$ cat config.mk
export PLATFORM = sky130hd
export DESIGN_NAME = linear_probe_hash_table_unit_flat
export DESIGN_NICKNAME = d
export VERILOG_FILES = /design/src/lpht_pkg.sv /design/src/lpht_if.sv /design/src/lpht_ctrl.sv /design/src/lpht_dp.sv /design/src/linear_probe_hash_table_unit.sv /design/src/flat_wrapper.sv
export SDC_FILE = /design/constraint.sdc
export NUM_CORES = 2
export LEC_CHECK = 0
export BUFFER_PORTS_ARGS = -buffer_cell sky130_fd_sc_hd__buf_2
export CAP_MARGIN = 20
export CORE_ASPECT_RATIO = 1.4
export CORE_UTILIZATION = 35
export DETAILED_ROUTE_END_ITERATION = 7
export PLACE_DENSITY = 0.55
export SLEW_MARGIN = 20
export SYNTH_ARGS = -nofsm -noshare
export SYNTH_HDL_FRONTEND = slang
export SYNTH_SLANG_ARGS = --single-unit
$ cat constraint.sdc
create_clock -name clk -period 8 [get_ports clk]
set_input_delay 2.4 -clock clk [delete_from_list [all_inputs] [get_ports clk]]
set_output_delay 2.4 -clock clk [all_outputs]
set_load 0.1 [all_outputs]
$ cat src/lpht_pkg.sv
`timescale 1ns / 1ps

package lpht_pkg;

	// Slot count; a power of two, so the start slot is the low key bits.
	localparam int TABLE_SIZE = 32;
	localparam int IDX_W      = $clog2(TABLE_SIZE);
	localparam int KEY_W      = 32;
	localparam int VAL_W      = 32;
	localparam int SLOT_W     = 5;

	localparam logic OP_LOOKUP = 1'b0;
	localparam logic OP_INSERT = 1'b1;

	// Controller to datapath
	typedef struct packed {
		logic load;    // capture request, read start slot
		logic probe;   // step to next slot, read it
		logic finish;  // load result, write slot on insert unless table full
	} lpht_cmd_t;

	// Datapath to controller
	typedef struct packed {
		logic stop;    // slot just read is empty or holds the key
		logic last;    // slot just read closes a full pass
	} lpht_stat_t;

endpackage

$ cat src/lpht_if.sv
`timescale 1ns / 1ps

interface lpht_req_if import lpht_pkg::*; ();
	logic             valid;
	logic             ready;
	logic             opcode;
	logic [KEY_W-1:0] key_hash;
	logic [VAL_W-1:0] value;

	modport source (output valid, opcode, key_hash, value, input ready);
	modport sink   (input valid, opcode, key_hash, value, output ready);
endinterface

interface lpht_rsp_if import lpht_pkg::*; ();
	logic              valid;
	logic              ready;
	logic [VAL_W-1:0]  found_value;
	logic [SLOT_W-1:0] slot_index;
	logic              key_matched;
	logic              table_full;

	modport source (output valid, found_value, slot_index, key_matched, table_full,
		input ready);
	modport sink   (input valid, found_value, slot_index, key_matched, table_full,
		output ready);
endinterface

$ cat src/lpht_ctrl.sv
`timescale 1ns / 1ps

module lpht_ctrl import lpht_pkg::*; (
	input  logic       clk,
	input  logic       arst_n,
	input  logic       req_valid,
	output logic       req_ready,
	output logic       rsp_valid,
	input  logic       rsp_ready,
	input  lpht_stat_t stat,
	output lpht_cmd_t  cmd
);

	typedef enum logic [1:0] {
		ST_IDLE  = 2'b01,
		ST_PROBE = 2'b10
	} lpht_state_t;

	lpht_state_t state_q, state_d;
	logic        rsp_valid_q;
	logic        out_free;

	assign out_free  = !rsp_valid_q || rsp_ready;
	assign req_ready = (state_q == ST_IDLE);
	assign rsp_valid = rsp_valid_q;

	always_comb begin
		state_d = state_q;
		cmd     = '0;
		unique case (state_q)
			ST_IDLE: begin
				if (req_valid) begin
					cmd.load = 1'b1;
					state_d  = ST_PROBE;
				end
			end
			ST_PROBE: begin
				if (stat.stop || stat.last) begin
					// hold the read data until the output slot frees up
					if (out_free) begin
						cmd.finish = 1'b1;
						state_d    = ST_IDLE;
					end
				end else begin
					cmd.probe = 1'b1;
				end
			end
			default: state_d = ST_IDLE;
		endcase
	end

	always_ff @(posedge clk or negedge arst_n) begin
		if (!arst_n) begin
			state_q     <= ST_IDLE;
			rsp_valid_q <= 1'b0;
		end else begin
			state_q <= state_d;
			if (cmd.finish)
				rsp_valid_q <= 1'b1;
			else if (rsp_ready)
				rsp_valid_q <= 1'b0;
		end
	end

endmodule

$ cat src/lpht_dp.sv
`timescale 1ns / 1ps

module lpht_dp import lpht_pkg::*; (
	input  logic              clk,
	input  logic              arst_n,
	input  lpht_cmd_t         cmd,
	output lpht_stat_t        stat,
	input  logic              opcode,
	input  logic [KEY_W-1:0]  key_hash,
	input  logic [VAL_W-1:0]  value,
	output logic [VAL_W-1:0]  found_value,
	output logic [SLOT_W-1:0] slot_index,
	output logic              key_matched,
	output logic              table_full
);

	// slot store; contents undefined until the slot's valid bit is set
	logic [KEY_W-1:0]      key_mem [TABLE_SIZE];
	logic [VAL_W-1:0]      val_mem [TABLE_SIZE];
	logic [TABLE_SIZE-1:0] slot_vld_q;

	logic             op_q;
	logic [KEY_W-1:0] key_q;
	logic [VAL_W-1:0] val_q;
	logic [IDX_W-1:0] pos_q;
	logic [IDX_W-1:0] cnt_q;
	logic [IDX_W-1:0] next_pos;
	logic [IDX_W-1:0] rd_addr;

	logic [KEY_W-1:0] rd_key_q;
	logic [VAL_W-1:0] rd_val_q;
	logic             rd_vld_q;

	logic slot_empty;
	logic key_eq;

	assign next_pos = (pos_q == IDX_W'(TABLE_SIZE - 1)) ? '0 : pos_q + 1'b1;
	assign rd_addr  = cmd.load ? key_hash[IDX_W-1:0] : next_pos;

	assign slot_empty = !rd_vld_q || (rd_val_q == '0);
	assign key_eq     = (rd_key_q == key_q);
	assign stat.stop  = slot_empty || key_eq;
	assign stat.last  = (cnt_q == IDX_W'(TABLE_SIZE - 1));

	// request capture, probe pointer, registered slot read
	always_ff @(posedge clk) begin
		if (cmd.load) begin
			op_q  <= opcode;
			key_q <= key_hash;
			val_q <= value;
			pos_q <= key_hash[IDX_W-1:0];
			cnt_q <= '0;
		end else if (cmd.probe) begin
			pos_q <= next_pos;
			cnt_q <= cnt_q + 1'b1;
		end
		if (cmd.load || cmd.probe) begin
			rd_key_q <= key_mem[rd_addr];
			rd_val_q <= val_mem[rd_addr];
			rd_vld_q <= slot_vld_q[rd_addr];
		end
	end

	// slot write on insert, only when probing stopped
	always_ff @(posedge clk) begin
		if (cmd.finish && stat.stop && (op_q == OP_INSERT)) begin
			key_mem[pos_q] <= key_q;
			val_mem[pos_q] <= val_q;
		end
	end

	always_ff @(posedge clk or negedge arst_n) begin
		if (!arst_n)
			slot_vld_q <= '0;
		else if (cmd.finish && stat.stop && (op_q == OP_INSERT))
			slot_vld_q[pos_q] <= 1'b1;
	end

	// result register
	always_ff @(posedge clk) begin
		if (cmd.finish) begin
			if (stat.stop) begin
				found_value <= slot_empty ? '0 : rd_val_q;
				slot_index  <= SLOT_W'(pos_q);
				key_matched <= !slot_empty && key_eq;
				table_full  <= 1'b0;
			end else begin
				found_value <= '0;
				slot_index  <= SLOT_W'(key_q[IDX_W-1:0]);
				key_matched <= 1'b0;
				table_full  <= 1'b1;
			end
		end
	end

endmodule

$ cat src/linear_probe_hash_table_unit.sv
// The result is registered once probing stops; 1 to 32 slots are probed per request.
// One slot read per cycle from the slot store while probing; a new request waits until the last is finished.
// A result waiting in the output register holds the next request in probe until it is taken.
// Reset (arst_n low) clears the per-slot valid bits at once: the table reads empty
// right after reset, with no clearing pass. Controller and output valid also reset.
`timescale 1ns / 1ps

module linear_probe_hash_table_unit import lpht_pkg::*; (
	input logic        clk,
	input logic        arst_n,
	lpht_req_if.sink   req,
	lpht_rsp_if.source rsp
);

	// Flow per request:
	//   idle  : take item, latch it, read start slot (key low bits)
	//   probe : check registered slot data; stop on empty or equal key,
	//           else step forward (wrapping) and read next slot.
	//           A full pass with no stop reports table_full and writes nothing.
	//   on stop, once the output register is free, the result is loaded into it and
	//   an insert writes key and value into the stopping slot in the same cycle.

	lpht_cmd_t  cmd;
	lpht_stat_t stat;

	lpht_ctrl u_ctrl (
		.clk       (clk),
		.arst_n    (arst_n),
		.req_valid (req.valid),
		.req_ready (req.ready),
		.rsp_valid (rsp.valid),
		.rsp_ready (rsp.ready),
		.stat      (stat),
		.cmd       (cmd)
	);

	lpht_dp u_dp (
		.clk         (clk),
		.arst_n      (arst_n),
		.cmd         (cmd),
		.stat        (stat),
		.opcode      (req.opcode),
		.key_hash    (req.key_hash),
		.value       (req.value),
		.found_value (rsp.found_value),
		.slot_index  (rsp.slot_index),
		.key_matched (rsp.key_matched),
		.table_full  (rsp.table_full)
	);

endmodule

$ cat src/flat_wrapper.sv
// flat-port wrapper written by rule: the top's interface ports become plain ports
module linear_probe_hash_table_unit_flat import lpht_pkg::*;
  (clk, arst_n, req_valid, req_opcode, req_key_hash, req_value, req_ready, rsp_valid, rsp_found_value, rsp_slot_index, rsp_key_matched, rsp_table_full, rsp_ready);
  lpht_req_if req_i ();
  lpht_rsp_if rsp_i ();
  input logic clk;
  input logic arst_n;
  input wire logic [$bits(req_i.valid)-1:0] req_valid;
  input wire logic [$bits(req_i.opcode)-1:0] req_opcode;
  input wire logic [$bits(req_i.key_hash)-1:0] req_key_hash;
  input wire logic [$bits(req_i.value)-1:0] req_value;
  output wire logic [$bits(req_i.ready)-1:0] req_ready;
  output wire logic [$bits(rsp_i.valid)-1:0] rsp_valid;
  output wire logic [$bits(rsp_i.found_value)-1:0] rsp_found_value;
  output wire logic [$bits(rsp_i.slot_index)-1:0] rsp_slot_index;
  output wire logic [$bits(rsp_i.key_matched)-1:0] rsp_key_matched;
  output wire logic [$bits(rsp_i.table_full)-1:0] rsp_table_full;
  input wire logic [$bits(rsp_i.ready)-1:0] rsp_ready;
  assign req_i.valid = req_valid;
  assign req_i.opcode = req_opcode;
  assign req_i.key_hash = req_key_hash;
  assign req_i.value = req_value;
  assign req_ready = req_i.ready;
  assign rsp_valid = rsp_i.valid;
  assign rsp_found_value = rsp_i.found_value;
  assign rsp_slot_index = rsp_i.slot_index;
  assign rsp_key_matched = rsp_i.key_matched;
  assign rsp_table_full = rsp_i.table_full;
  assign rsp_i.ready = rsp_ready;
  linear_probe_hash_table_unit u_core (.clk(clk), .arst_n(arst_n), .req(req_i), .rsp(rsp_i));
endmodule
# Yosys cells after proc, flatten, opt, wreduce, memory -nomap -nowiden
# Memory sizes are Yosys's and may differ from the RTL's. A register that Yosys moved wholly into a read port is not among the register bits.
# Cells that the tools add are included.
[totals]
register_bits = 150
ram_bits = 2048
output_inout_bits = 41
wordCells = 71
memories = 2
[classes]
addsub = 2
order_cmp = 3
n_eq_ne = 8
muxes = 24
n_bitwise = 2
reduce_logical = 17
[mem_list]
columns = ["name", "words", "width", "rd", "rd_ports_with_merged_regs", "wr", "line", "text"]
rows = [
  ["u_core.u_dp.key_mem", 32, 32, 1, 1, 1, "lpht_dp.sv:18", "logic [KEY_W-1:0] key_mem [TABLE_SIZE];"],
  ["u_core.u_dp.val_mem", 32, 32, 1, 1, 1, "lpht_dp.sv:19", "logic [VAL_W-1:0] val_mem [TABLE_SIZE];"],
]
[ops]
columns = ["cell", "count"]
rows = [
  ["$eq A32 B32 Y1", 1],
  ["$logic_not A32 Y1", 1],
  ["$or A32 B32 Y32", 1],
  ["$mux W5", 5],
  ["$lt A5 B6 Y1 const B", 2],
  ["$mux W1", 12],
  ["$add A5 B1 Y5 const B", 2],
  ["$eq A5 B5 Y1 const B", 2],
  ["$mux W2", 4],
  ["$ne A2 B2 Y1 const B", 3],
  ["$bmux W1 S5", 1],
  ["$demux W1 S5", 1],
  ["$ge A5 B1 Y1 const B", 1],
  ["$logic_or A1 B1 Y1", 5],
  ["$logic_and A1 B1 Y1", 4],
  ["$pmux W2 S2", 1],
  ["$reduce_bool A2 Y1", 2],
  ["$logic_not A1 Y1", 3],
  ["$reduce_and A3 Y1", 1],
  ["$eq A2 B1 Y1 const B", 1],
  ["$eq A2 B2 Y1 const B", 1],
  ["$reduce_or A2 Y1", 1],
  ["$not A1 Y1", 1],
]

# Longest topological paths before layout
[logic_depth]
ltp_word = 10
ltp_mapped = 15

# Cells and area by module
# A second synthesis with hierarchy kept.
[unflattened]
hier_cells = 5714
hier_area_um2 = 86579.3
[by_module_without_submodules]
columns = ["mod", "instances", "cells_each", "area_per_inst_um2"]
rows = [
  ["lpht_dp", 1, 5700, 86440.4],
  ["lpht_ctrl", 1, 14, 138.9],
]

# Least setup slack after synthesis
# OpenSTA, ideal clock, no wires.
[synth_timing]
path_type = "input port to flip-flop"
startpoint = "input rsp_ready"
endpoint = "memory u_core.u_dp.key_mem[22][0], enable pin"
t_arrival_ns = 5.837
t_required_ns = 7.513
path_slack_ns = 1.677
cell_stages = 5
path_cell_list = "nand2b_1 -> and4_1 -> nand2_1 -> clkbuf_1 -> nor2_1"
[synth_via]
elab_chain_cells = 8
[synth_lines]
columns = ["element", "line", "text"]
rows = [
  ["from (decl)", "flat_wrapper.sv:18", "input wire logic [$bits(rsp_i.ready)-1:0] rsp_ready;"],
  ["$logic_or A1 B1 Y1", "lpht_ctrl.sv:23", "assign out_free = !rsp_valid_q || rsp_ready;"],
  ["$mux W1", "lpht_ctrl.sv:40", "if (out_free) begin"],
  ["$mux W1", "lpht_ctrl.sv:38", "if (stat.stop || stat.last) begin"],
  ["$mux W2", "lpht_ctrl.sv:30", "unique case (state_q)"],
  ["$logic_and A1 B1 Y1 (2 in a row)", "lpht_dp.sv:66", "if (cmd.finish && stat.stop && (op_q == OP_INSERT)) begin"],
  ["$mux W1", "lpht_dp.sv:66", ""],
  ["$mux W1 (implied by the code)", "lpht_dp.sv:67", "key_mem[pos_q] <= key_q;"],
  ["to (decl)", "lpht_dp.sv:18", ""],
]
# No other way between the ends.

# Final worst setup path
[layout_timing]
startpoint = "register u_core.u_dp.key_q[25]"
endpoint = "memory u_core.u_dp.val_mem[27][5], enable pin"
[layout_via]
elab_chain_cells = 9
[layout_lines]
columns = ["element", "line", "text"]
rows = [
  ["from (decl)", "lpht_dp.sv:23", "logic [KEY_W-1:0] key_q;"],
  ["from (signal assigned)", "lpht_dp.sv:49", "key_q <= key_hash;"],
  ["$eq A32 B32 Y1 (*)", "lpht_dp.sv:41", "assign key_eq = (rd_key_q == key_q);"],
  ["$logic_or A1 B1 Y1 (*)", "lpht_dp.sv:42", "assign stat.stop = slot_empty || key_eq;"],
  ["$logic_or A1 B1 Y1", "lpht_ctrl.sv:38", ""],
  ["$mux W1", "lpht_ctrl.sv:38", ""],
  ["$mux W2", "lpht_ctrl.sv:30", ""],
  ["$logic_and A1 B1 Y1 (*) (2 in a row)", "lpht_dp.sv:66", ""],
  ["$mux W1 (*)", "lpht_dp.sv:66", ""],
  ["$mux W1 (implied by the code) (*)", "lpht_dp.sv:68", "val_mem[pos_q] <= val_q;"],
  ["to (decl)", "lpht_dp.sv:19", ""],
]
# Mark *: on every way between the ends. The rest lies on a longest branch, timed or not.

==> run summary <==
CTS tree = built
Run status = finished, final reports clean
Drt total wl = 261000 um
Worst path slowest cell = nor2_4
Syn Inst Count = 5959
Critical Path End Type = register
Synth top area share = 0.762
Delay-heaviest family, CP = simple AND/OR/NAND/NOR gates
Via density = 5.62
Number of synthesized flops with an enable pin = 2222
Clock buffer depth = 4
CP Launch Type = register
Synth Area per Inst = 14.7 um2
Post-CTS Setup Repair Bufs = 0
Synth Flop Type = edfxtp_1
Die height = 594 um
Cts-stage hold buffer count = 0
R2R Setup Slk = 2.00 ns
CTS resizes = 0
Clock Latency Late Sink = 0.86 ns
Final worst-path cycle share = 0.750
Antenna violations before repair = 13
Worst setup path class = reg -> reg
Critical path peak fanout = 33
Residual DRC = 0
Post-route ant nets = 0
Top cells by count, synth = 2222 x edfxtp_1, 1180 x a21oi_1, 1143 x nand2_1, 279 x buf_2, 244 x a22oi_1
Worst path arrival time = 6.47 ns
MaxCap Viol Count = 0
YS warnings = 0
# IOs = 110
First-pass GRT wire length = 372000 um
Setup TNS = 0 ns
Hold WC Path Type = reg -> reg
Reg clk slew, reported paths = 0.06 ns
Drt wl/cell = 27.6 um
#FFs+latches synth = 2262
Gpl congestion = 0.783
Period minus WS final = 6.00 ns
Buffers on Ports = 109
Initial DRC Count = 5607
Total stage count of the critical path = 8
Area of the die = 252000 um2
Hold depth = 1
Dominant cells by area after synthesis = edfxtp_1 76%, a21oi_1 6.7%, nand2_1 4.9%
Leak = 31.6 nW
Synth area leader = edfxtp_1
Final Hold Fails = 0
VDD IR-drop max = 576 uV
Layout cells sized above 1 = 0.106
Gr usage total = 0.201
Worst-Margin Slew = 1.26 ns
Max_slew headroom = 0.160
Core area = 248000 um2
Core Util, Final = 0.398
Unrepaired setup endpoints after global routing = no
Fmax = 167 MHz
Crit-path cells = xnor2_1, nand4_1, nor4_1, a21o_1, and4_1, nand2_1, nor2_4, buf_12
Fill count = 22700
FF+latch area = 67700 um2
Clock Sinks = 2262
Row count = 216
Worst path max stage delay = 0.87 ns
Vias in the first global route = 52300
# setup viols final = 0
Area growth syn-to-layout = 12.8%
Synth Cell Area = 87600 um2
Top-count cell post-synth = edfxtp_1
Sequential area share after synthesis = 0.773
Worst EP required = 8.47 ns
Slew Limit Fails = 0
Nets = 6089
CTS buffer count = 211
Chip width = 425 um
Final clock skew = 0.0500 ns
Fraction of registers with async set/reset = 0.0155
Multi-input logic area = 18000 um2
Post-DP HPWL = 132000 um
DRT Pass-1 Iters = 6
Netlist cell types = 54
Vias = 53100
Worst R2R Path Depth = 8
Mapped Nets = 6035
Largest net degree at the start of global routing = 238
P per Cell Area = 405 nW/um2
Total gr overflow = 0
CP Buf/Inv Count = 1
Starting Density = 0.353
H-tree Lvls = 4
Root buffer cell = clkbuf_16
==> per-layer routing <==
metal	global-route usage	up-vias	wire length (um)
li1	-	23000	-
met1	0.249	27500	102000
met2	0.356	2037	133000
met3	0.0238	501	14700
met4	0.0799	6	10400
met5	0	-	40
==> layout by cell type (no fill, tap or decap), drive strengths merged, types with 3 or more instances in the layout <==
cell,instances
dfxtp,5
a221oi,285
o21bai,32
and3,16
a31oi,15
nand4,12
bufinv,15
a32oi,7
o2111ai,8
clkinvlp,5
clkbuf,268
inv,12
nand3,69
o21ai,7
dfrtp,34
nor4,10
mux4,8
nand2,1144
mux2i,10
a21oi,1181
and2,34
ha,7
a22o,58
clkinv,89
nor2b,3
diode,10
nor2,44
a22oi,244
nor3,3
buf,273
a41oi,7
edfxtp,2222
xnor2,34
==> worst register-to-register path: cells and delay by family, from the launching register on <==
kind | cells | cell delay (ns)
flip-flops | 1 | 0.81
AO/OA/AOI/OAI | 1 | 0.53
buffers and inverters | 1 | 0.41
XOR/XNOR | 1 | 0.77
AND/OR/NAND/NOR | 5 | 2.99
==> cell type report <==
cell class / instances / share of cell area
multi-input combinational: 3254 / 0.182
inverter: 11 / 0.000798
tap: 3270 / 0.0414
antenna: 10 / 0.000253
timing repair buffer: 273 / 0.0244
clock buffer: 268 / 0.0565
clock inverter: 110 / 0.00946
sequential: 2262 / 0.685
==> worst paths after layout <==
kind,start,endpoint
max,u_core.u_dp.key_q[25]$_DFFE_PP_,u_core.u_dp.val_mem[27][5]$_DFFE_PP_
min,u_core.u_dp.slot_vld_q[7]$_DFFE_PN0P_,u_core.u_dp.slot_vld_q[7]$_DFFE_PN0P_
max reg2reg,u_core.u_dp.key_q[25]$_DFFE_PP_,u_core.u_dp.val_mem[27][5]$_DFFE_PP_
min reg2reg,u_core.u_dp.slot_vld_q[7]$_DFFE_PN0P_,u_core.u_dp.slot_vld_q[7]$_DFFE_PN0P_
max in group asynchronous,arst_n,u_core.u_dp.slot_vld_q[14]$_DFFE_PN0P_
min in group asynchronous,arst_n,u_core.u_ctrl.state_q[1]$_DFFE_PN0P_
==> report_power, final <==
group          switching (mW)  internal [mW]
sequential              0.782           14.3
combinational            10.5           4.75
clock                    4.37           5.40
total                    15.6           24.4
==> registers in the layout, indices dropped and copies added, names as in the netlist, 2 cells and up <==
| name | cells |
|---|---|
| u_core.u_ctrl.state_q | 2 |
| u_core.u_dp.slot_index | 5 |
| u_core.u_dp.val_mem | 1024 |
| u_core.u_dp.cnt_q | 5 |
| u_core.u_dp.key_q | 32 |
| u_core.u_dp.rd_key_q | 32 |
| u_core.u_dp.pos_q | 5 |
| u_core.u_dp.found_value | 32 |
| u_core.u_dp.slot_vld_q | 32 |
| u_core.u_dp.rd_val_q | 32 |
| u_core.u_dp.key_mem | 1024 |
| u_core.u_dp.val_q | 32 |
==> through the flow <==
stage / total power, mW / instance area, um2 / hold slack, ns / worst slack [ns] / instances
final: 40.0 / 98800 / 0.477 / 2.00 / 9458
after global placement: 30.2 / 92200 / 0.458 / 1.74 / 9064
after detailed placement: 30.4 / 92200 / 0.462 / 1.71 / 9064
after CTS: 40.2 / 98700 / 0.478 / 2.05 / 9442
after global routing: 41.9 / 98800 / 0.488 / 2.06 / 9453
after floorplan: 25.7 / 87600 / 0.442 / 1.68 / 5959
==> cells by family after synthesis <==
family,share of synthesized area
multiplexers,0.00334
AND/OR/NAND/NOR,0.0616
XOR/XNOR,0.00340
AO/OA/AOI/OAI,0.133
flip-flops,0.773
adder cells (fa/ha/maj),0.00100
buffers and inverters,0.0246
(Power assumes the default switching activity.)
